## src/rtl/rkf_cell.sv

```systemverilog
// rkf_cell: one byte of the recent-byte window.
// Shifts toward the older end; depends on nothing but its neighbor.
`timescale 1ns / 1ps
`default_nettype none
module rkf_cell (
  input  wire logic       clk,
  input  wire logic       rst_n,
  input  wire logic       clear_i,
  input  wire logic       shift_i,
  input  wire logic [7:0] din_i,
  output logic      [7:0] q_o,
  output logic      [7:0] base_o
);
  logic [7:0] byte_r, byte_nxt;

  assign base_o   = clear_i ? 8'd0 : byte_r;
  assign byte_nxt = shift_i ? din_i : base_o;
  assign q_o      = byte_r;

  always_ff @(posedge clk) begin
    if (!rst_n) begin
      byte_r <= 8'd0;
    end else begin
      byte_r <= byte_nxt;
    end
  end
endmodule
`default_nettype wire

```

## config.mk

```make
export PLATFORM = sky130hd
export DESIGN_NAME = rkf_cell
export DESIGN_NICKNAME = d
export VERILOG_FILES = /design/src/rtl/rkf_cell.sv
export SDC_FILE = /design/constraint.sdc
export NUM_CORES = 1
export LEC_CHECK = 0
export BUFFER_PORTS_ARGS = -buffer_cell sky130_fd_sc_hd__buf_4
export CORE_AREA = 2 2 39 41
export CTS_CLUSTER_SIZE = 25
export DETAILED_ROUTE_END_ITERATION = 10
export DIE_AREA = 0 0 41 43
export PLACE_DENSITY_LB_ADDON = 0.15
export SLEW_MARGIN = 20
export SYNTH_ARGS = -nofsm -noshare
export SYNTH_HDL_FRONTEND = slang
export SYNTH_SLANG_ARGS = --single-unit
```

## constraint.sdc

```tcl
create_clock -name clk -period 1.06 [get_ports clk]
set_input_delay 0 -clock clk [delete_from_list [all_inputs] [get_ports clk]]
set_output_delay 0 -clock clk [all_outputs]
set_load 0.01 [all_outputs]
```

# Yosys cells after proc, flatten, opt, wreduce, memory -nomap -nowiden
# Index checks and enable logic that the tools add are counted.
# word_totals
out_inout_bits,16
word_cells,3
input_bits,12
regBits,8
# op_classes
n_mux,2
# op_table
cell,count
$mux W8,2

# Longest topological paths before layout
# Gate-level depths: netlist (run 1).
# logic_depth
ltp_word,2
depth_mapped,3
ltp_nobuf,2

# Worst setup path before layout (run 1)
# OpenSTA, ideal clock, no wires.
# synth_path
kind,reg2reg
start,register byte_r[0] (netlist: q_o[0])
end,register byte_r[0] (netlist: q_o[0])
path_slack_ns,0.432
arrival_ns,0.561
period_less_slack_ns,0.628
setup_time_ns,0.067
stages_incl_launch_ff,3
n_path_buf,0
required_ns,0.993
cell_sequence,dfxtp_1 nand2b_1 o21ai_2
# synth_between
elab_chain_len,2
# synth_lines
element,line_no,source
start: declaration,14,"logic [7:0] byte_r, byte_nxt;"
start signal: assignment,24,byte_r <= byte_nxt;
$mux W8,16,assign base_o = clear_i ? 8'd0 : byte_r;
$mux W8,17,assign byte_nxt = shift_i ? din_i : base_o;
# Every way passes these cells.
# A chain may end at the register's enable or synchronous reset.

# Worst setup path in the final report (run 1)
# layout_path
start,register byte_r[3] (netlist: q_o[3])
end,output base_o[3]
# layout_between
elab_chain_len,1
# layout_lines
element,line_no,source
$mux W8,16,
end: declaration,12,output logic [7:0] base_o
# Every way passes these cells.

==> results.ini, run 1 <==
[synthesis]
synth-main-ff-cell=dfxtp_1
syn_area_um2=383
syn_nets=55
synth_area_per_cell_um2=8.90
async_flop_share_pct=0
synth_seq_cells=8
synthTopCellsByArea=dfxtp_1 42%, o21ai_2 18%, nand2b_1 13%
synth_warnings=0
synthAdderAreaFrac_pct=0
synth_xor_area_share_pct=0
synth_edf_count=0
yosysTopAreaCell=dfxtp_1
synth_top_cell_area_share_pct=41.8
yosysSeqAreaShare_pct=41.8
synth_top_family_by_area=simple AND/OR/NAND/NOR gates
synth_mux_area_share_pct=0
synth_cell_types=8
synth_commonest_cells=8 x dfxtp_1, 8 x inv_1, 8 x nand2b_1, 8 x nand3_1, 8 x o21ai_2
synth_compound_area_share_pct=18.3
synth-simple-area-share_pct=27.1
syn_inst=43

[global_routing]
globalRouteTotalUtil_pct=12.5
antenna_found_initial=0
grt_max_degree=10
grt_pass1_wl_mm=1.46
grt_pass1_vias=379
gr-total-overflow=0

[placement]
placed_area_um2=587
dp_hpwl_um=704
io_buffer_count=27
gp_congestion=0.646
dp_slack_ns=0.459

[power_and_ir_drop]
cellPowerDensity_mw_per_mm2=1040
finalPower_mw=0.719
power_leakage_nw=0.381
peakVddDrop_mv=0.500

[clock_network]
clockRootBuffer=clkbuf_4
cts_buffers=3
cts.sinks=8
cts.repair.resized=0
clock_latency_ns=0.25
cts_buffer_depth=2
path_clk_slew_ns=0.06
h-tree-depth=1
cts_tree=yes

[layout]
fin_area_um2=689
nets=93
drive_above_1_share_pct=49.4
largest_reg_flops=8
diodes=0
area_growth_pct=80.1

[timing]
setup-tns-final_ns=0
slew_headroom_pct=89.7
setup_slack_ns=0.203
report.final.hold_viol_count=0
post-route-period-util_pct=80.9
period_minus_slack_ns=0.857
max_freq_ghz=1.17
hold_slack_ns=0.0577
rsz0062_at_grt=no
max_slew.worst_pin.slew_ns=0.154
final.setup_skew_ns=0
finalSetupViolCount=0
drv_slew=0

[min_path]
hold_path.class=in2reg

[critical_path]
worstSetupPathType=reg2out
cp.arrival_ns=0.86
end_kind=output port
cp.required_ns=1.06
path_max_fanout=2
startpoint_type=flip-flop

[floorplan]
initial_core_util_pct=27.7
die_w_um=41
rows=14
boundaryPins=28
core_region_area_mm2=0.00138
die-area_mm2=0.00176
die_y_um=43

[drt]
wl_per_cell_um=10.0
via_per_inst=4.26
dr_total_vias=405
wl_um=954
drc=0
drt_iter0_drc=4
final_antenna_net_count=0
firstDrtPassIters=4

[job]
maxCapViolCount=0

[outcome]
status=complete, no violations

-- path summary, 6_finish.rpt --
kind / startpoint / end / slack [ns] / depth (start not counted)
min reg2reg: q_o[7]$_SDFF_PN0_ / q_o[7]$_SDFF_PN0_ / 0.51 / 2
max: q_o[3]$_SDFF_PN0_ / base_o[3] / 0.20 / 3
max reg2reg: q_o[3]$_SDFF_PN0_ / q_o[3]$_SDFF_PN0_ / 0.45 / 2
min: shift_i / q_o[1]$_SDFF_PN0_ / 0.06 / 3
-- power by group --
group,leakage (nW),switching [mW],total (mW),internal (mW)
Sequential,0.0659,0.00736,0.323,0.316
Clock,0.0138,0.105,0.235,0.130
Combinational,0.301,0.0662,0.161,0.0947
Total,0.381,0.179,0.719,0.541
-- cell type report --
cell class	instances	area, um2
timing repair buffer	35	283
clock buffer	3	22.5
tap	16	20.0
sequential	8	160
fill	135	694
multi-input combinational	25	174
inverter	8	30.0
-- cells in the final DEF (no fill, tap or decap) --
cell type / n
dfxtp_1: 8
inv_1: 8
clkbuf_4: 3
o21ai_2: 8
nand3_1: 8
buf_4: 27
nand2b_4: 1
nand2b_1: 8
dlygate4sd3_1: 8
-- layer usage --
metal | up-vias | share of wire [%] | global-route usage (%)
li1 | 213 | - | -
met1 | 173 | 42 | 14.4
met2 | 17 | 49 | 18.4
met3 | 2 | 8.6 | 3.14
met4 | 0 | 0.84 | 10.0
met5 | - | 0 | 0
-- through the flow --
step	utilization, %	std cells
floorplan	-	43
global placement	42.4	84
detailed placement	42.4	84
CTS	49.8	95
global route	49.8	95
finish	49.8	95
-- cell families (layout without fill, tap and decap cells) --
family	count (synthesis)	in the layout
buffers and inverters	10	46
flip-flops	8	8
AO/OA/AOI/OAI	8	8
AND/OR/NAND/NOR	17	17
-- worst max-delay path, stage by stage (launching register included) --
cell	delay [ns]
dfxtp_1	0.31
nand2b_1	0.10
inv_1	0.05
buf_4	0.14
-- what timing repair did --
action,CTS,global route
buffers inserted,0,0
hold buffers,8,0
endpoints found under the hold margin,8,0
Note: power is estimated with default switching activity, not from simulation.
==> run 2: changes to the inputs <==
==> constraint.sdc (replaced) <==
create_clock -name clk -period 0.8 [get_ports clk]
set_input_delay 0 -clock clk [delete_from_list [all_inputs] [get_ports clk]]
set_output_delay 0 -clock clk [all_outputs]
set_load 0.01 [all_outputs]
==> run 2 against run 1 <==
Effect of this change:
- the run now ends with negative setup slack left
- largest power group unchanged
- critical path depth unchanged
- routed wire length increased by 5.9%
- clock power up 32%
- cell area up 15%
- combinational power rose by 50%
- hold slack better by 0.0015 ns
- first-iteration DRC count fell by 25%
- flip-flop and latch count unchanged
- sequential power grew 34%
- non-clock buffer count increased by 8
- global-route usage increased by 1.0 points
- register-to-register slack got worse by 0.35 ns
==> results.ini, run 2 (synthesized netlist as in run 1, its figures left out) <==
[floorplan]
initial_core_util_pct=27.7  ; unchanged
die_y_um=43  ; unchanged
core_region_area_mm2=0.00138  ; unchanged
rows=14  ; unchanged
boundaryPins=28  ; unchanged
die_w_um=41  ; unchanged
die-area_mm2=0.00176  ; unchanged

[power_and_ir_drop]
cellPowerDensity_mw_per_mm2=1250  ; was 1040 mW/mm2
p_comb_share_pct=24.5  ; was 22.4%
p_int_mw=0.742  ; was 0.541 mW
sw_frac_of_total_pct=24.6  ; was 24.9%
finalPower_mw=0.984  ; was 0.719 mW
peakVddDrop_mv=0.682  ; was 0.500 mV
seqPwrFrac_pct=43.9  ; was 45.0%
switching_power_mw=0.242  ; was 0.179 mW
power_leakage_nw=0.424  ; was 0.381 nW
pwr-share-clk_pct=31.5  ; was 32.7%

[layout]
fin_cells=103  ; was 95
fin_area_um2=790  ; was 689 um2
diodes=0  ; unchanged
drive_above_1_share_pct=63.2  ; was 49.4%
nets=101  ; was 93
area_growth_pct=106  ; was 80.1%
final_util_pct=57.1  ; was 49.8%
largest_reg_flops=8  ; unchanged
layout_commonest_cell=buf_4  ; unchanged

[critical_path]
worst_path_max_delay_cell=dfxtp_2  ; was dfxtp_1
cpPeakStageDelay_ns=0.32  ; was 0.31 ns
startpoint_type=flip-flop  ; unchanged
r2r_start=q_o[4]$_SDFF_PN0_  ; was q_o[3]$_SDFF_PN0_
end_kind=output port  ; unchanged
r2r_cells=3  ; was 2
r2r_slack_ns=0.10  ; was 0.45 ns
cp.required_ns=0.80  ; was 1.06 ns
cp.arrival_ns=0.81  ; was 0.86 ns
worstSetupPathType=reg2out  ; unchanged
path_max_fanout=2  ; unchanged
crit_buf_inv=2  ; unchanged
crit_family=flip-flops  ; unchanged
rr_endpoint=q_o[4]$_SDFF_PN0_  ; was q_o[3]$_SDFF_PN0_
path_cells=nand2b_1, inv_1, buf_6  ; was nand2b_1, inv_1, buf_4

[drt]
via_per_inst=4.29  ; was 4.26
drt_iter0_drc=3  ; was 4
dr_total_vias=442  ; was 405
wl_mm=1.01  ; was 954 um
firstDrtPassIters=3  ; was 4
drc=0  ; unchanged
wl_per_cell_um=9.81  ; was 10.0 um
final_antenna_net_count=0  ; unchanged

[timing]
report.final.hold_viol_count=0  ; unchanged
setup_slack_ns=-0.0148  ; was 0.203 ns
post-route-period-util_pct=102
rsz0062_at_grt=yes  ; was no
hold_slack_ns=0.0592  ; was 0.0577 ns
slew_headroom_pct=89.5  ; was 89.7%
finalSetupViolCount=5  ; was 0
period_minus_slack_ns=0.815
max_freq_ghz=1.23
final.setup_skew_ns=0  ; unchanged
setup-tns-final_ns=-0.0445  ; was 0 ns
max_slew.worst_pin.slew_ns=0.158  ; was 0.154 ns
drv_slew=0  ; unchanged

[outcome]
status=finished with violations  ; was complete, no violations
violations=negative setup slack

[placement]
gp_congestion=0.646  ; unchanged
dp_hpwl_um=704  ; unchanged
dp_slack_ns=0.199  ; was 0.459 ns
dp_cells=84  ; unchanged
io_buffer_count=27  ; unchanged
placed_area_um2=587  ; unchanged

[global_routing]
antenna_found_initial=0  ; unchanged
globalRouteTotalUtil_pct=13.5  ; was 12.5%
gr-total-overflow=0  ; unchanged
grt_pass1_wl_mm=1.59  ; was 1.46 mm
grt_pass1_vias=414  ; was 379
grt_max_degree=10  ; unchanged

[job]
maxCapViolCount=0  ; unchanged

[clock_network]
cts_tree=yes  ; unchanged
cts_buffer_depth=2  ; unchanged
h-tree-depth=1  ; unchanged
clockRootBuffer=clkbuf_4  ; unchanged
cts.sinks=8  ; unchanged
path_clk_slew_ns=0.05  ; was 0.06 ns
clock_latency_ns=0.25  ; about the same
cts_buffers=3  ; unchanged

[min_path]
min-delay-start=shift_i  ; unchanged
hold_path.class=in2reg  ; unchanged
min_to=q_o[1]$_SDFF_PN0_  ; unchanged
min_path_cells=3  ; unchanged

[run 2: how the worst max path moves through the flow]
| stage | slack (ns) | depth (start not counted) | start | end |
|---|---|---|---|---|
| 2_1_floorplan | 0.17 | 2 | q_o[0]$_SDFF_PN0_ | q_o[0]$_SDFF_PN0_ |
| 3_3_place_gp | 0.20 | 2 | q_o[4]$_SDFF_PN0_ | q_o[4]$_SDFF_PN0_ |
| 3_5_place_dp | 0.20 | 2 | q_o[0]$_SDFF_PN0_ | q_o[0]$_SDFF_PN0_ |
| 4_1_cts | -0.02 | 3 | q_o[3]$_SDFF_PN0_ | base_o[3] |
| 5_1_grt | -0.06 | 3 | q_o[4]$_SDFF_PN0_ | base_o[4] |
| 6_report | -0.01 | 3 | q_o[4]$_SDFF_PN0_ | base_o[4] |
[run 2: cell type report]
type	count	area (um2)
Fill cell	135	594
Timing Repair Buffer	43	373
Sequential cell	8	170
Tap cell	16	20.0
Multi-Input combinational cell	25	174
Clock buffer	3	22.5
Inverter	8	30.0
[run 2: power groups by stage]
stage	clock network [mW]	logic (mW)	registers, mW
6_report	0.310	0.242	0.432
5_1_grt	0.333	0.263	0.433
4_1_cts	0.321	0.244	0.433
3_5_place_dp	0	0.185	0.437
3_3_place_gp	0	0.185	0.437
2_1_floorplan	0	0.0801	0.447
[run 2: repair_timing]
action	CTS	global route
buffers inserted	8	0
hold endpoints to repair	8	0
setup endpoints to repair	8	8
hold buffers	8	0
gates resized for setup	16	0
[run 2: metal layers]
metal	wire length (um)	part of all wire [%]	vias up	track usage (%)
met5	0	0	-	0
met4	8	0.79	0	10.0
met3	68	6.7	2	3.14
met2	481	48	17	20.6
met1	452	45	193	15.4
li1	-	-	230	-
[run 2: tightest hold or removal path: cells and delay by family]
family                 cells  cell delay [ns]
AO/OA/AOI/OAI              1             0.05
AND/OR/NAND/NOR            1             0.09
buffers and inverters      1             0.14
