===== src/rtl/rkf_pkg.sv =====
// rkf_pkg: shared types and constants of the request keyword filter.
// Item structs, operation codes, register indexes and action codes.
`timescale 1ns / 1ps
`default_nettype none
package rkf_pkg;

  localparam int KEYWORDS_DEF        = 16;
  localparam int MAX_KEYWORD_LEN_DEF = 32;

  localparam int LEN_W   = 6;
  localparam int POS_W   = 5;
  localparam int KIDX_W  = 4;
  localparam int BYTE_W  = 8;

  localparam logic [1:0] OP_LOAD_BYTE = 2'd0;
  localparam logic [1:0] OP_LOAD_ATTR = 2'd1;
  localparam logic [1:0] OP_SCAN      = 2'd2;

  localparam logic [1:0] CFG_KEYWORD_COUNT = 2'd0;
  localparam logic [1:0] CFG_REMIND_MODE   = 2'd1;
  localparam logic [1:0] CFG_POLICY_ID     = 2'd2;

  localparam logic [1:0] ACT_NONE     = 2'd0;
  localparam logic [1:0] ACT_REDIRECT = 2'd1;
  localparam logic [1:0] ACT_TCP_RST  = 2'd2;

  localparam logic [7:0] SKIP_PLUS = 8'h2B;
  localparam logic [7:0] SKIP_STAR = 8'h2A;

  typedef struct packed {
    logic [1:0]        op;
    logic [KIDX_W-1:0] keyword_index;
    logic              variant;
    logic [POS_W-1:0]  position;
    logic [BYTE_W-1:0] value;
    logic [LEN_W-1:0]  length;
    logic              pass_on_match;
    logic              log_on_match;
    logic              last;
  } in_item_t;

  typedef struct packed {
    logic              matched;
    logic [KIDX_W-1:0] match_index;
    logic              verdict_pass;
    logic [1:0]        action;
    logic              log_request;
    logic [7:0]        policy;
  } out_item_t;

  function automatic logic is_skip(input logic [7:0] b);
    return (b == SKIP_PLUS) || (b == SKIP_STAR);
  endfunction

endpackage
`default_nettype wire


===== src/rtl/rkf_match.sv =====
// rkf_match: one pattern (keyword in one encoding) and its window compare.
// Uses rkf_pkg; the window comes from the rkf_cell chain.
`timescale 1ns / 1ps
`default_nettype none
module rkf_match import rkf_pkg::*; #(
  parameter int MAX_KEYWORD_LEN = MAX_KEYWORD_LEN_DEF,
  localparam int PW = (MAX_KEYWORD_LEN > 1) ? $clog2(MAX_KEYWORD_LEN) : 1,
  localparam int FW = $clog2(MAX_KEYWORD_LEN + 1)
) (
  input  wire logic              clk,
  input  wire logic              rst_n,
  input  wire logic              wr_byte_i,
  input  wire logic [PW-1:0]     pos_i,
  input  wire logic [7:0]        val_i,
  input  wire logic              wr_len_i,
  input  wire logic [LEN_W-1:0]  len_i,
  input  wire logic [7:0]        win_i [MAX_KEYWORD_LEN],
  input  wire logic [FW-1:0]     fill_i,
  output logic                   hit_o
);
  logic [7:0]       pb_r [MAX_KEYWORD_LEN];
  logic [LEN_W-1:0] len_r;

  always_ff @(posedge clk) begin
    if (wr_byte_i) begin
      pb_r[pos_i] <= val_i;
    end
  end

  always_ff @(posedge clk) begin
    if (!rst_n) begin
      len_r <= '0;
    end else if (wr_len_i) begin
      len_r <= len_i;
    end
  end

  // Pattern is right-aligned to the newest window byte.
  always_comb begin
    logic ok;
    logic [LEN_W+PW:0] off;
    ok = (len_r != '0) && (int'(len_r) <= MAX_KEYWORD_LEN) &&
         (int'(len_r) <= int'(fill_i));
    for (int j = 0; j < MAX_KEYWORD_LEN; j++) begin
      if (j < int'(len_r) && is_skip(pb_r[j])) ok = 1'b0;
    end
    for (int i = 0; i < MAX_KEYWORD_LEN; i++) begin
      off = (LEN_W+PW+1)'(i) + (LEN_W+PW+1)'(len_r) - (LEN_W+PW+1)'(MAX_KEYWORD_LEN);
      if (i + int'(len_r) >= MAX_KEYWORD_LEN && i + int'(len_r) < 2 * MAX_KEYWORD_LEN) begin
        if (win_i[i] != pb_r[off[PW-1:0]]) ok = 1'b0;
      end
    end
    hit_o = ok;
  end
endmodule
`default_nettype wire


===== config.mk =====
export PLATFORM = sky130hd
export DESIGN_NAME = rkf_match
export DESIGN_NICKNAME = d
export VERILOG_FILES = /design/src/rtl/rkf_pkg.sv /design/src/rtl/rkf_match.sv
export SDC_FILE = /design/constraint.sdc
export NUM_CORES = 1
export LEC_CHECK = 0
export BUFFER_PORTS_ARGS = -buffer_cell sky130_fd_sc_hd__buf_2
export CORE_MARGIN = 2
export CORE_UTILIZATION = 25
export DETAILED_ROUTE_END_ITERATION = 10
export PLACE_DENSITY_LB_ADDON = 0.08
export SETUP_SLACK_MARGIN = 0.05
export SLEW_MARGIN = 20
export SYNTH_ARGS = -nofsm -noshare
export SYNTH_HDL_FRONTEND = slang
export SYNTH_SLANG_ARGS = --single-unit

===== constraint.sdc =====
create_clock -name clk -period 5 [get_ports clk]
set_input_delay 0.5 -clock clk [delete_from_list [all_inputs] [get_ports clk]]
set_output_delay 0.5 -clock clk [all_outputs]
set_load 0.03 [all_outputs]

After elaboration in Yosys (flattened, before gate mapping)
Memory sizes are Yosys's and may differ from the RTL's.
Cells that the tools add are included.
{ "totals": {"reg_bits": 6, "mem_bits_rw": 256, "inputBits": 285, "output_inout_bits": 1, "wordCells": 487, "n_memories": 1} }
{ "op_classes": {"addsub": 94, "magnitude_cmp": 98, "eq_ne": 96, "mux": 98, "n_reduce_logical": 99} }
{ "memory_table": {"columns": ["name", "depth", "word_bits", "read_ports", "rd_ports_with_merged_regs", "write_ports", "line_no", "source"], "rows": [
  ["pb_r", 32, 8, 64, 0, 1, "rkf_match.sv:21", "logic [7:0] pb_r [MAX_KEYWORD_LEN];"]
]} }
{ "op_table": {"columns": ["op", "n"], "rows": [
  ["$ge A32 B7 Y1 const B", 31],
  ["$eq A8 B6 Y1 const B", 64],
  ["$ne A8 B8 Y1", 32],
  ["$lt A7 B7 Y1 const B", 31],
  ["$sub A5 B1 Y5 const B", 32],
  ["$add A5 B6 Y7 const A", 16],
  ["$mux W1", 98],
  ["$lt A5 B6 Y1 const A", 16],
  ["$add A5 B5 Y5 const A", 16],
  ["$logic_and A1 B1 Y1", 66],
  ["$add A4 B6 Y7 const A", 8],
  ["$lt A4 B6 Y1 const A", 8],
  ["$add A4 B5 Y5 const A", 8],
  ["$logic_or A1 B1 Y1", 32],
  ["$add A3 B6 Y7 const A", 4],
  ["$lt A3 B6 Y1 const A", 4],
  ["$add A3 B5 Y5 const A", 4],
  ["$add A2 B6 Y7 const A", 2],
  ["$lt A1 B6 Y1 const A", 2],
  ["$lt A2 B6 Y1 const A", 2],
  ["$add A2 B5 Y5 const A", 2],
  ["$add A1 B6 Y7 const A", 1],
  ["$lt A6 B7 Y1 const B", 1],
  ["$ge A6 B6 Y1 const B", 1],
  ["4 further kinds", 4]
]} }

Logic depth before layout (Yosys ltp)
Gate-level depths: netlist (run 1).
{ "depth": {"word_depth": 99, "ltp_mapped": 23, "depth_no_buf": 13} }

Worst setup path after synthesis (run 1)
OpenSTA, ideal clock, no wires.
{ "synth_timing": {"path_type": "reg-to-output", "from": "register len_r[1]", "to": "output port hit_o", "arrival_ps": 5557, "required_ps": 4500, "slack_ps": -1057, "stages_incl_launch_ff": 19, "n_path_buf": 7, "cell_sequence": "dfxtp_1 > buf_4 > inv_2 > buf_2 > clkbuf_1 > clkbuf_1 > ha_1 > buf_2 > inv_1 > buf_1 > buf_2 > mux4_2 > mux4_2 > xnor2_1 > nor4_1 > a211oi_1 > nor4_1 > nand4_1 > nor4_1"} }
{ "synth_via": {"elab_chain_len": 99, "word_cells_on_any_way": 388, "classes_between": "add/sub (94); order compare (98); eq/ne (32); mux (96); reduce/logical (67); memory (1)"} }
{ "synth_lines": {"columns": ["element", "line_no", "source"], "rows": [
  ["start: declaration", "rkf_match.sv:22", "logic [LEN_W-1:0] len_r;"],
  ["start signal: assignment", "rkf_match.sv:34", "len_r <= len_i;"],
  ["$le A6 B6 Y1 or $reduce_bool A6 Y1 (tied branches)", "rkf_match.sv:42", "ok = (len_r != '0) && (int'(len_r) <= MAX_KEYWORD_LEN) &&"],
  ["$logic_and A1 B1 Y1 (2 in series)", "rkf_match.sv:42", null],
  ["$mux W1 (32 in series)", "rkf_match.sv:45", "if (j < int'(len_r) && is_skip(pb_r[j])) ok = 1'b0;"],
  ["$mux W1", "rkf_match.sv:50", "if (win_i[i] != pb_r[off[PW-1:0]]) ok = 1'b0;"],
  ["$mux W1", "rkf_match.sv:49", "if (i + int'(len_r) >= MAX_KEYWORD_LEN && i + int'(len_r) < 2 * MAX_KEYWORD_LEN) begin"],
  ["$mux W1", "rkf_match.sv:50", null],
  ["$mux W1", "rkf_match.sv:49", null],
  ["$mux W1", "rkf_match.sv:50", null],
  ["[51 not listed]", null, null],
  ["$mux W1", "rkf_match.sv:50", null],
  ["$mux W1", "rkf_match.sv:49", null],
  ["$mux W1", "rkf_match.sv:50", null],
  ["$mux W1", "rkf_match.sv:49", null],
  ["$mux W1", "rkf_match.sv:50", null],
  ["$mux W1", "rkf_match.sv:49", null],
  ["$mux W1", "rkf_match.sv:50", null],
  ["$mux W1 *", "rkf_match.sv:49", null],
  ["end: declaration", "rkf_match.sv:19", "output logic hit_o"]
]} }
Mark *: on every way between the ends. The rest lies on a longest branch, timed or not.

Final worst setup path (run 1)
{ "layout_timing": {"from": "register len_r[0]", "to": "output port hit_o"} }
Same word-level chain as after synthesis.

==> flow_summary_export.csv, run 1 <==
group,metric,value,unit
clock_tree,numCtsBuffers,30,
yosys,synth_nets,3548,
yosys,netlist_instances,3235,
route,wl_per_cell,42.1,um
power_and_ir_drop,leakage,18.3,nW
clock_tree,clock_latency,630,ps
global_routing,grt_pass1_vias,35300,
power_and_ir_drop,p_per_area,238,nW/um^2
timing,worst_hold_slack,138,ps
yosys,avgSynthCellArea,11.1,um^2
final_layout,fin_area,49400,um^2
timing,setup-tns-final,-719,ps
place,place_area,45800,um^2
worst_setup_path,worst_setup_path_start_kind,"flip-flop",
power_and_ir_drop,total_power,11.8,mW
clock_tree,htreeDepth,1,
worst_setup_path,critPathKind,"reg -> out",
worst_setup_path,cp.required,4500,ps
outcome,violations,"negative setup slack",
clock_tree,root_buffer,"clkbuf_16",
final_layout,regArea,7930,um^2
yosys,synth_edf_count,256,
place,routabilityCongestion,1.04,
yosys,synth-async-reset-ratio,0,
timing,fin_crit,5720,ps
die,io_pins,286,
clock_tree,clk_pin_slew,60,ps
die,die_x,383,um
route,vias,37800,
die,die_height,383,um
die,initial_core_util,0.251,
final_layout,final_util,0.345,
yosys,synth_cell_types,80,
global_routing,grt_max_degree,64,
timing,hold_viol_final,0,
place,portBuffers,285,
final_layout,drive_above_1_share,0.467,
die,die_area,147000,um^2
timing,worst_pin_slew,1200,ps
place,place_inst,6004,
worst_setup_path,crit_arrival,5220,ps
timing,relSlewSlack,0.197,
clock_tree,tritoncts,"built",
timing,fmax,175,MHz
place,dp_hpwl,210,mm
timing,drv_slew,0,
route,dr.pass1.iters,6,
die,num_rows,139,
hold_path,min_path_type,"in -> reg",
final_layout,final_net_count,4545,
global_routing,grt_use_total,0.341,
global_routing,overflow,0,
final_layout,syn2layout_area_growth,37.4,%
timing,setup-violations-final,1,
clock_tree,cts.path.max_buffers,3,
final_layout,fillCellCount,14400,
yosys,ys.warnings.count,0,
die,core_area,143000,um^2
worst_setup_path,path_max_fanout,7,
timing,skew,1.60,ps
yosys,synthFlopType,"edfxtp_1",
yosys,ys_seq_area_frac,0.220,
route,drtIter0Drc,5615,
route,drc,0,
timing,finalCritPeriodShare,1.14,
final_layout,fin_cells,6167,
final_layout,multi_input_area,27800,um^2
global_routing,grt_pass1_wl,337,mm
route,drt-vias-per-instance,6.13,
timing,rsz0062_at_grt,"true",
flow_run,max_cap_viol_count,0,
yosys,synth_area,36000,um^2
timing,setup_ws,-719,ps
global_routing,antenna_found_initial,22,
power_and_ir_drop,ir_drop,0.295,mV
route,wl,260,mm
place,pre_cts_slack,-1040,ps
route,drtAntennaViolNets,0,
outcome,status,"finished with violations",
yosys,synth-seq-cells,267,
worst_setup_path,crit_path_end_kind,"output pin",
clock_tree,cts.sinks,267,
-- final timing paths --
check	startpoint	to	slack [ps]	cells after the start
hold / removal	len_i[5]	len_r[5]	140	3
setup / recovery	len_r[0]	hit_o	-720	19
hold reg to reg	len_r[1]	len_r[1]	730	3
setup reg to reg	len_r[0]	len_r[0]	3450	5
-- worst max-delay path: stages, from the launching register on --
cell and delay, ps:
dfxtp_4 380, buf_6 130, buf_16 170, buf_16 170
buf_4 140, mux2i_1 110, buf_4 200, buf_4 150
o2bb2ai_1 110, a211o_1 290, buf_4 180, a221oi_2 260
xnor2_1 150, nand4_1 260, or4_4 710, o2111ai_4 180
nand4_1 160, buf_4 180, nor4_4 390, buf_4 240
-- cell usage after synthesis, types with 24 or more instances --
cell,n,area share
nand4_1,65,0.011
mux2_2,71,0.022
nand2_1,144,0.015
o21ai_0,60,0.0084
xnor2_1,261,0.064
nor3_1,29,0.0040
buf_1,24,0.0025
buf_2,97,0.014
nor4_1,39,0.0068
o221ai_1,34,0.0083
nand3_1,172,0.024
a21oi_1,76,0.011
a22o_1,37,0.0090
ha_1,28,0.0097
buf_4,40,0.0084
mux4_2,389,0.24
o22ai_1,77,0.013
buf_6,33,0.010
a22oi_1,67,0.014
xor2_1,178,0.043
nor2_1,141,0.015
inv_1,24,0.0025
clkbuf_1,77,0.0080
edfxtp_1,256,0.21
mux2i_1,502,0.14
-- metal layers --
layer | up-vias | track usage | wire (um)
met2 | 2680 | 0.494 | 107000
met5 | - | 0 | 57
met1 | 19600 | 0.468 | 108000
met4 | 8 | 0.171 | 16700
li1 | 15100 | - | -
met3 | 484 | 0.0855 | 27700
-- timing repair --
action / CTS / global route
gates cloned: 10 / 6
gates resized for setup: 159 / 113
endpoints found under the setup margin: 1 / 1
buffers inserted: 44 / 42
pin swaps: 31 / 37
hold buffers: 0 / 0
-- cell type report --
class	instances	area share
Timing Repair Buffer	1235	0.205
Multi-Input combinational cell	2670	0.562
Tap cell	1903	0.0482
Sequential cell	267	0.161
Clock buffer	30	0.0152
Clock inverter	25	0.00583
Antenna cell	9	0.000456
Inverter	28	0.00233
-- layout by cell type (no fill, tap or decap), types with 37 or more instances in the layout --
cell type  count
mux2_2        54
xnor2_1      244
nand2_1      143
a22oi_1       65
xor2_1       176
buf_2        284
nor2_1       120
o21ai_0       59
mux4_2       391
nand4_1       65
buf_4        822
mux2i_1      421
a22o_1        37
edfxtp_1     256
a21oi_1       72
nand3_1      171
mux2i_2       62
buf_12        83
o22ai_1       76
-- report_power, final --
part | leakage [nW] | internal [mW] | switching [mW]
clock | 0.507 | 1.36 | 1.07
sequential | 2.40 | 2.48 | 0.0764
combinational | 15.4 | 3.07 | 3.70
total | 18.3 | 6.91 | 4.84
-- registers in the layout, indices dropped and copies added, names as in the netlist, named ones only --
| signal | cells |
|---|---|
| pb_r | 256 |
| len_r | 6 |
-- logic make-up after synthesis --
logic type	Yosys count	synth area share
AOI/OAI and AO/OA	501	0.0978
xor gates and xnor gates	449	0.112
adders and majority gates	28	0.00975
buffers and inverters	299	0.0457
DFF	267	0.220
muxes	974	0.411
and+or+nand+nor	717	0.103
(Power assumes the default switching activity.)
==> run 2, diff against run 1 <==
--- a/config.mk
+++ b/config.mk
@@ -6,10 +6,11 @@
 export NUM_CORES = 1
 export LEC_CHECK = 0
 export BUFFER_PORTS_ARGS = -buffer_cell sky130_fd_sc_hd__buf_2
-export CORE_MARGIN = 2
+export CORE_MARGIN = 3
 export CORE_UTILIZATION = 25
 export DETAILED_ROUTE_END_ITERATION = 10
-export PLACE_DENSITY_LB_ADDON = 0.08
+export GPL_ROUTABILITY_DRIVEN = 0
+export PLACE_DENSITY = 0.45
 export SETUP_SLACK_MARGIN = 0.05
 export SLEW_MARGIN = 20
 export SYNTH_ARGS = -nofsm -noshare
==> run 2 against run 1 <==
The flow still finishes with violations (negative setup slack). Non-clock buffer count fell by 370. Final area is 7.4% lower. Power is 6.8% lower. Die area is 1.0% higher. Critical path depth is 1 higher. Utilization down 2.3 points. Combinational power fell by 11%. Maximum frequency fell by 2.9%.
==> flow_summary_export.csv, run 2 (synthesis gave the netlist of run 1 again) <==
group,metric,value,unit
worst_setup_path,crit_arrival,5390,ps
outcome,violations,"negative setup slack",
power_and_ir_drop,p_clk_frac,0.213,
die,die_x,385,um
power_and_ir_drop,internal_power,6.51,mW
timing,hold_viol_final,0,
final_layout,final_cell_mix,"buf_4 (498), mux2i_1 (453), mux4_2 (389)",
worst_setup_path,crit_path_end_kind,"output pin",
die,initial_core_util,0.253,
timing,rsz0062_at_grt,"true",
route,wl_per_cell,38.0,um
global_routing,antenna_found_initial,29,
worst_setup_path,cp.required,4500,ps
global_routing,overflow,0,
final_layout,largest_reg_flops,256,
final_layout,final_net_count,4173,
final_layout,largestRegisters,"pb_r (256), len_r (6)",
timing,worst_pin_slew,1210,ps
die,io_pins,286,
final_layout,regArea,7930,um^2
final_layout,multi_input_area,27300,um^2
die,num_rows,138,
global_routing,grt_max_degree,76,
worst_setup_path,regToRegStartpoint,"len_r[4]",
power_and_ir_drop,p_sw,4.44,mW
clock_tree,root_buffer,"clkbuf_16",
die,die_height,385,um
timing,finalCritPeriodShare,1.18,
worst_setup_path,crit_start,"len_r[0]",
clock_tree,cts.sinks,267,
die,core_area,142000,um^2
route,drc,0,
route,drtIter0Drc,5955,
worst_setup_path,worst_setup_path_start_kind,"flip-flop",
power_and_ir_drop,ir_drop,0.266,mV
worst_setup_path,path_max_fanout,5,
worst_setup_path,critPathKind,"reg -> out",
timing,skew,1.85,ps
route,drtAntennaViolNets,0,
clock_tree,htreeDepth,1,
route,vias,36400,
power_and_ir_drop,swShare,0.406,
timing,fmax,170,MHz
route,wl,220,mm
power_and_ir_drop,pwr-share-comb,0.551,
place,dp_hpwl,173,mm
outcome,status,"finished with violations",
final_layout,drive_above_1_share,0.399,
place,place_inst,5654,
final_layout,syn2layout_area_growth,27.2,%
hold_path,min_path_type,"in -> reg",
clock_tree,tritoncts,"built",
power_and_ir_drop,p_seq_frac,0.235,
die,die_area,148000,um^2
global_routing,grt_use_total,0.286,
timing,fin_crit,5890,ps
clock_tree,clk_pin_slew,70,ps
final_layout,final_util,0.322,
route,dr.pass1.iters,7,
final_layout,largest_register,"pb_r",
route,drt-vias-per-instance,6.29,
flow_run,max_cap_viol_count,0,
final_layout,fin_cells,5792,
final_layout,fillCellCount,14400,
clock_tree,ctsHoldBuffers,0,
hold_path,hp-start,"len_i[5]",
timing,relSlewSlack,0.194,
clock_tree,clock_latency,610,ps
clock_tree,numCtsBuffers,29,
timing,setup_ws,-888,ps
power_and_ir_drop,p_per_area,240,nW/um^2
place,portBuffers,285,
timing,drv_slew,0,
global_routing,grt_pass1_vias,34100,
clock_tree,cts.path.max_buffers,3,
global_routing,grt_pass1_wl,293,mm
final_layout,layout_commonest_cell,"buf_4",
power_and_ir_drop,leakage,16.3,nW
timing,setup-violations-final,1,
## run 2: changes by cell type in the layout (fill, tap and decap cells not counted), sizes merged
cell	previous run	this run
buf	1225	858
diode	9	20
clkinv	16	12
clkbuf	36	33
bufbuf	4	6
inv	30	32
bufinv	5	4
clkinvlp	2	1
xnor2	270	269
## run 2: per-layer routing
| layer | up-vias | track usage | routed length (um) |
|---|---|---|---|
| li1 | 14300 | - | - |
| met2 | 3004 | 0.427 | 93400 |
| met1 | 18300 | 0.339 | 77500 |
| met3 | 735 | 0.117 | 30100 |
| met4 | 26 | 0.181 | 18900 |
| met5 | - | 0.00496 | 240 |
## run 2: path summary, 6_finish.rpt
check	endpoint	slack, ps	cells past startpoint
max	hit_o	-890	20
min	len_r[5]	180	3
max reg2reg	len_r[4]	3390	4
min reg2reg	len_r[1]	880	3
## run 2: power by group through the flow
stage                     clock network (mW)  registers, mW  logic [mW]
final                                   2.34           2.58        6.04
after CTS                               2.32           2.57        5.83
after floorplan                            0           2.56        3.43
after global routing                    2.41           2.57        6.28
after detailed placement                   0           2.61        5.56
after global placement                     0           2.62        5.54
## run 2: worst max-delay path, stage by stage, from the launching register on
cell	delay [ps]
dfxtp_4	370
inv_6	30
buf_6	120
ha_4	360
buf_4	150
buf_12	110
buf_4	150
mux2i_1	580
mux2i_1	210
mux2i_1	260
buf_4	150
mux4_2	230
xor2_1	160
nand2_1	90
nor4_2	310
a31oi_2	180
buf_4	230
nor2_2	150
nand4_1	170
nor4_4	540
buf_6	210
## run 2: timing repair
action                                  CTS  global route
cloned                                   13             1
pin swaps                                29            15
endpoints found under the setup margin    1             1
gates resized for setup                 132            33
setup buffers                            36            16
## run 2: cell type report
type / instances / share of cell area
Multi-Input combinational cell: 2669 / 0.598
Clock buffer: 32 / 0.0161
Tap cell: 1890 / 0.0517
Antenna cell: 20 / 0.00109
Sequential cell: 267 / 0.173
Timing Repair Buffer: 865 / 0.152
Inverter: 28 / 0.00260
Clock inverter: 21 / 0.00545
## run 2: through the flow
step                      TNS [ps]  hold slack (ps)  worst slack, ps  power, mW  area (um^2)
after floorplan                  0              599             61.8       5.98        36100
after detailed placement     -1010              782            -1010       8.17        43000
after global routing          -897              192             -897       11.3        45700
final                         -888              177             -888       11.0        45700
after CTS                     -794              169             -794       10.7        45300
after global placement       -2050              793            -2050       8.16        42900
